==> src/hdl/sm3_pkg.sv <==
package sm3_pkg;

	localparam logic [31:0] T_LOW  = 32'h79cc4519;
	localparam logic [31:0] T_HIGH = 32'h7a879d8a;

	localparam logic [255:0] IV =
		256'h7380166F4914B2B9172442D7DA8A0600A96F30BC163138AAE38DEE4DB0FB0E4E;

	function automatic logic [31:0] rotl(input logic [31:0] x, input logic [4:0] n);
		logic [63:0] d;
		begin
			d = {x, x} << n;
			rotl = d[63:32];
		end
	endfunction

	function automatic logic [31:0] perm0(input logic [31:0] x);
		perm0 = x ^ rotl(x, 5'd9) ^ rotl(x, 5'd17);
	endfunction

	function automatic logic [31:0] perm1(input logic [31:0] x);
		perm1 = x ^ rotl(x, 5'd15) ^ rotl(x, 5'd23);
	endfunction

endpackage

==> src/hdl/sm3_round.sv <==
// One compression round, reused for all 64 rounds of a block.
module sm3_round (
	input  logic [255:0] v,
	input  logic [5:0]   j,
	input  logic [31:0]  wj,
	input  logic [31:0]  wj4,
	output logic [255:0] v_next
);
	import sm3_pkg::*;

	logic [31:0] a, b, c, d, e, f, g, h;
	logic [31:0] t, a12, ss1, ss2, ff, gg, tt1, tt2;
	logic        hi;

	always_comb begin
		{a, b, c, d, e, f, g, h} = v;
		hi  = (j > 6'd15);
		t   = hi ? T_HIGH : T_LOW;
		a12 = rotl(a, 5'd12);
		ss1 = rotl(a12 + e + rotl(t, j[4:0]), 5'd7);
		ss2 = ss1 ^ a12;
		ff  = hi ? ((a & b) | (b & c) | (a & c)) : (a ^ b ^ c);
		gg  = hi ? ((e & f) | (~e & g)) : (e ^ f ^ g);
		tt1 = ff + d + ss2 + (wj ^ wj4);
		tt2 = gg + h + ss1 + wj;
		v_next = {tt1, a, rotl(b, 5'd9), c, perm0(tt2), e, rotl(f, 5'd19), g};
	end
endmodule

==> src/hdl/sm3_hash_engine.sv <==
// Streaming SM3 hash engine.
// Input channel (valid/ready): one 32-bit message word per item, first nibble
// in bits 31..28. The item flagged last_word carries nibble_count valid
// nibbles (0..8, more count as 8) and triggers padding and the digest.
// Output channel (valid/ready): eight digest words, word_index 0 first,
// digest_last high on the eighth.
// A word that completes a 512-bit block starts 64 compression rounds, one
// per cycle through a single round unit, and then folds the result into the
// chaining value. The message window is a 16-word shift line whose head
// supplies W[j] and W[j+4]; it expands one word per round.
// On a last word the padding words are fed in one per cycle, with one or two
// compressions, after which the eight digest words are shown one at a time.
// A stalled receiver holds the current digest word; no input is taken until
// all eight have gone.
// Reset loads the SM3 initial value, clears the length and the position.
module sm3_hash_engine (
	input  logic        clk,
	input  logic        arst_n,
	input  logic        valid,
	output logic        ready,
	input  logic [31:0] data_word,
	input  logic [3:0]  nibble_count,
	input  logic        last_word,
	output logic        out_valid,
	input  logic        out_ready,
	output logic [31:0] digest_word,
	output logic [2:0]  word_index,
	output logic        digest_last
);
	import sm3_pkg::*;

	localparam logic [2:0] ST_IDLE = 3'd0;
	localparam logic [2:0] ST_RND  = 3'd1;
	localparam logic [2:0] ST_FOLD = 3'd2;
	localparam logic [2:0] ST_PAD  = 3'd3;
	localparam logic [2:0] ST_OUT  = 3'd4;

	logic [2:0]   state_q;
	logic [255:0] cv_q, v_q, v_next;
	logic [31:0]  win_q [0:15];
	logic [63:0]  len_q;
	logic [3:0]   pos_q;
	logic [5:0]   rnd_q;
	logic         pad_q;      // padding in progress
	logic         extra_q;    // a bare 0x80000000 word is still owed
	logic         fin_q;      // the length words are in the window
	logic [2:0]   oidx_q;
	logic [3:0]   cnt;
	logic [5:0]   sh;
	logic [31:0]  mask, pw, push_w, nw;
	logic [63:0]  len_fin;
	logic         push;

	sm3_round u_round (
		.v(v_q), .j(rnd_q), .wj(win_q[0]), .wj4(win_q[4]), .v_next(v_next)
	);

	assign ready       = (state_q == ST_IDLE);
	assign out_valid   = (state_q == ST_OUT);
	assign digest_word = cv_q[255 - 32*oidx_q -: 32];
	assign word_index  = oidx_q;
	assign digest_last = (oidx_q == 3'd7);

	always_comb begin
		cnt  = (nibble_count > 4'd8) ? 4'd8 : nibble_count;
		sh   = 6'd32 - {cnt, 2'b00};
		mask = (cnt == 4'd0) ? 32'd0 : ~((32'd1 << sh) - 32'd1);
		pw   = (cnt == 4'd8) ? data_word : ((data_word & mask) | (32'h80000000 >> {cnt, 2'b00}));
		len_fin = len_q + {58'd0, cnt, 2'b00};
		// Expanded word W[j+16] from the window head.
		nw = perm1(win_q[0] ^ win_q[7] ^ rotl(win_q[13], 5'd15))
			^ rotl(win_q[3], 5'd7) ^ win_q[10];
		push = 1'b0;
		push_w = 32'd0;
		if (state_q == ST_IDLE && valid) begin
			push = 1'b1;
			push_w = last_word ? pw : data_word;
		end else if (state_q == ST_PAD) begin
			push = 1'b1;
			if (extra_q) push_w = 32'h80000000;
			else if (pos_q == 4'd14) push_w = len_q[63:32];
			else if (pos_q == 4'd15 && fin_q) push_w = len_q[31:0];
			else push_w = 32'd0;
		end
	end

	always_ff @(posedge clk) begin
		if (push) begin
			win_q[pos_q] <= push_w;
			if (pos_q == 4'd15) v_q <= cv_q;
		end else if (state_q == ST_RND) begin
			v_q <= v_next;
			for (int i = 0; i < 15; i++) win_q[i] <= win_q[i+1];
			win_q[15] <= nw;
		end
	end

	always_ff @(posedge clk or negedge arst_n) begin
		if (!arst_n) begin
			state_q <= ST_IDLE;
			cv_q    <= IV;
			len_q   <= 64'd0;
			pos_q   <= 4'd0;
			rnd_q   <= 6'd0;
			pad_q   <= 1'b0;
			extra_q <= 1'b0;
			fin_q   <= 1'b0;
			oidx_q  <= 3'd0;
		end else begin
			if (push) pos_q <= pos_q + 4'd1;
			unique case (state_q)
				ST_IDLE: begin
					if (valid) begin
						if (last_word) begin
							len_q   <= len_fin;
							pad_q   <= 1'b1;
							extra_q <= (cnt == 4'd8);
						end else begin
							len_q <= len_q + 64'd32;
						end
						if (pos_q == 4'd15) state_q <= ST_RND;
						else if (last_word) state_q <= ST_PAD;
					end
				end
				ST_PAD: begin
					extra_q <= 1'b0;
					if (pos_q == 4'd14 && !extra_q) fin_q <= 1'b1;
					if (pos_q == 4'd15) state_q <= ST_RND;
				end
				ST_RND: begin
					rnd_q <= rnd_q + 6'd1;
					if (rnd_q == 6'd63) state_q <= ST_FOLD;
				end
				ST_FOLD: begin
					cv_q <= cv_q ^ v_q;
					if (!pad_q) state_q <= ST_IDLE;
					else if (fin_q) state_q <= ST_OUT;
					else state_q <= ST_PAD;
				end
				ST_OUT: begin
					if (out_ready) begin
						oidx_q <= oidx_q + 3'd1;
						if (oidx_q == 3'd7) begin
							state_q <= ST_IDLE;
							cv_q    <= IV;
							len_q   <= 64'd0;
							pad_q   <= 1'b0;
							fin_q   <= 1'b0;
						end
					end
				end
				default: state_q <= ST_IDLE;
			endcase
		end
	end
endmodule

==> config.mk <==
export PLATFORM = sky130hd
export DESIGN_NAME = sm3_hash_engine
export DESIGN_NICKNAME = d
export VERILOG_FILES = /design/src/hdl/sm3_pkg.sv /design/src/hdl/sm3_round.sv /design/src/hdl/sm3_hash_engine.sv
export SDC_FILE = /design/constraint.sdc
export NUM_CORES = 2
export LEC_CHECK = 0
export CAP_MARGIN = 20
export CORE_MARGIN = 2
export CORE_UTILIZATION = 65
export DETAILED_ROUTE_END_ITERATION = 8
export DONT_BUFFER_PORTS = 1
export PLACE_DENSITY = 0.81
export REMOVE_ABC_BUFFERS = 1
export SYNTH_ARGS = -nofsm -noshare
export SYNTH_HDL_FRONTEND = slang
export SYNTH_SLANG_ARGS = --single-unit
==> constraint.sdc <==
create_clock -name clk -period 11.78 [get_ports clk]
set_input_delay 0.589 -clock clk [delete_from_list [all_inputs] [get_ports clk]]
set_output_delay 0.589 -clock clk [all_outputs]
set_load 0.01 [all_outputs]
==> summary.md <==
| Metric | Value |
|---|---|
| Iter 0 DRT Violations | 6247 |
| # setup viols final | 0 |
| Core box area | 96400 sq um |
| Initial Util | 0.655 |
| Cell Rows | 114 |
| CTS tree | yes |
| Multi-input logic area | 29600 sq um |
| DIE WIDTH | 316 um |
| Area share of the largest cell type after synthesis | 0.365 |
| Setup TNS | 0 ps |
| Max Cap Viol | 0 |
| Area grow syn2layout | 7.73% |
| CP max stage delay | 770 ps |
| FILL cells | 6752 |
| Synth Warn # | 0 |
| Initial antenna violation count | 8 |
| CTS H-tree lvls | 3 |
| Status | finished clean |
| Post-synth EDFFs | 768 |
| Setup Buffers After CTS | 0 |
| First-pass GRT wire length | 291000 um |
| Most frequent cell after synthesis | nand2_1 |
| Via density per instance | 6.49 |
| FF/Latch Area | 31700 sq um |
| Mean Syn Cell Area | 10.8 sq um |
| Cell variety after synth | 91 |
| ANT nets after route | 0 |
| WL/cell | 28.1 um |
| Crit path max-delay cell type | a2111oi_0 |
| Worst min-delay path class | in2reg |
| Clk pin slew, worst setup/hold paths | 60 ps |
| Required @ worst endpoint | 12230 ps |
| Max-slew headroom | 0.218 |
| Max-slew violation total from the final report | 0 |
| Final Hold Vio Count | 0 |
| Fmax | 99.4 MHz |
| Number of global-route vias before repair | 44000 |
| Skew-Pair Late Insertion Delay | 730 ps |
| GRT overflow | 0 |
| Worst R2R Setup Slack | 1720 ps |
| Dpl hpwl | 139000 um |
| Synth top cells by count | nand2_1 (1240), edfxtp_1 (768), a21o_1 (591), xor2_1 (422), nor2_1 (357) |
| Min Tclk post-route | 10060 ps |
| CTS buffer count | 112 |
| Max Root-Sink Buffers | 3 |
| I/O Buffers | 0 |
| I/O pins | 79 |
| Tcrit/Tclk final | 0.854 |
| Worst Max-Slew Pin Slew | 1160 ps |
| CP Capture Type | flip-flop |
| Die Span Y | 316 um |
| Layout cells sized above 1 | 0.0846 |
| # diodes | 0 |
| Skew final | 46.2 ps |
| Die area | 99600 sq um |
| Crit path DAT | 10510 ps |
| Cells after Synth | 5826 |
| Clock sinks | 1105 |
| Maximum fanout along the worst path | 20 |
| Dominant synthesized flop cell | edfxtp_1 |
| Final Wtd Congestion | 1.05 |
| #FFs+latches synth | 1105 |
| RSZ-0062 raised after global routing | false |
| Hold depth | 2 |
| Crit path kind | reg2reg |
| DR pass1 iterations | 6 |
| NumNets Final | 6040 |
| WL final | 199000 um |
| Critical Path Start Type | flip-flop |
| Clock root buffer | clkbuf_16 |
| Remaining DRCs | 0 |
| CTS-repair resized insts | 0 |
| Most used cell, CP | a21oi_1 |
| Mapped Area | 63100 sq um |
| Largest cells by area after synthesis | edfxtp_1 (37%), dfrtp_1 (8.6%), nand2_1 (7.4%) |
| Area leader, netlist | edfxtp_1 |
| Largest net degree at the start of global routing | 338 |
| Ys async rst share | 0.305 |
| DR vias | 45900 |
| R2R cell count | 34 |
| Sequential area share after synthesis | 0.501 |
| Total GRT Usage | 0.401 |
[cell usage in the layout, fill, tap and decap left out, types with 53 or more instances in the layout]
master,count
mux4_2,66
nor3_1,53
nand2_1,1240
mux2i_1,62
a21o_1,589
dfrtp_1,214
nand3_1,81
edfxtp_1,768
xor2_1,422
o21ai_0,150
clkbuf_16,113
xnor2_1,296
ha_1,113
fa_1,189
inv_1,217
a21oi_1,200
buf_4,57
nor2_1,356
dfstp_2,119
[through the flow]
stage / hold WS, ps / setup WS [ps] / std cells / cell area (sq um) / util
final: 31.2 / 1720 / 7071 / 68000 / 0.705
after global routing: 22.0 / 1020 / 7071 / 68000 / 0.705
after CTS: 3.08 / 1750 / 7068 / 68000 / 0.705
after detailed placement: 315 / 1770 / 6854 / 64100 / 0.665
after global placement: 314 / 1860 / 6854 / 64100 / 0.665
after floorplan: 293 / -10940 / 5518 / 62000 / -
[kinds of logic after synthesis]
kind of cell,Yosys count,synth area share
multiplexers,165,0.0400
AO/OA/AOI/OAI,1134,0.123
flip-flops,1105,0.501
AND/OR/NAND/NOR,1869,0.120
adder cells (fa/ha/maj),302,0.0823
buffers and inverters,528,0.0318
XOR/XNOR,723,0.101
[metal layers]
layer,track usage,part of all wire,vias to the layer above
met3,0.0791,0.093,539
li1,-,-,19700
met4,0.259,0.077,4
met2,0.621,0.46,2633
met1,0.523,0.37,23000
met5,0,0.00014,-
[repair_timing]
item                                   4_1_cts  5_1_grt
setup endpoints to repair                    0        0
endpoints found under the hold margin      340       19
hold buffers                                 2        1
[flip-flops by register name (all words and copies together), names as in the netlist]
signal and count:
word_index 3, state_q 3, fin_q 1, cv_q 256
extra_q 1, pos_q 4, v_q 256, pad_q 1
win_q 512, rnd_q 6, len_q 62
[layout make-up]
cell class	instances	area share
Clock buffer	155	0.0454
Clock inverter	57	0.0105
Inverter	220	0.0122
Multi-Input combinational cell	4193	0.434
Sequential cell	1105	0.465
Tap cell	1276	0.0235
Timing Repair Buffer	65	0.00868
[critical path: cells and delay by family, from the launching register on]
kind | cells | cell delay (ps)
AO/OA/AOI/OAI | 17 | 4440
XOR/XNOR | 3 | 670
adder cells (fa/ha/maj) | 6 | 2590
buffers and inverters | 2 | 590
flip-flops | 1 | 760
AND/OR/NAND/NOR | 6 | 770
[worst paths after layout]
check                               start         to
max in group asynchronous          arst_n   cv_q[88]
worst min register to register   rnd_q[5]   rnd_q[5]
worst max register to register   rnd_q[0]   v_q[121]
worst max-delay path             rnd_q[0]   v_q[121]
worst min-delay path            last_word   len_q[2]
min in group asynchronous          arst_n  cv_q[200]
Power is not shown: default switching activity piles up to over one toggle a cycle in this logic, so the estimate is an artifact.
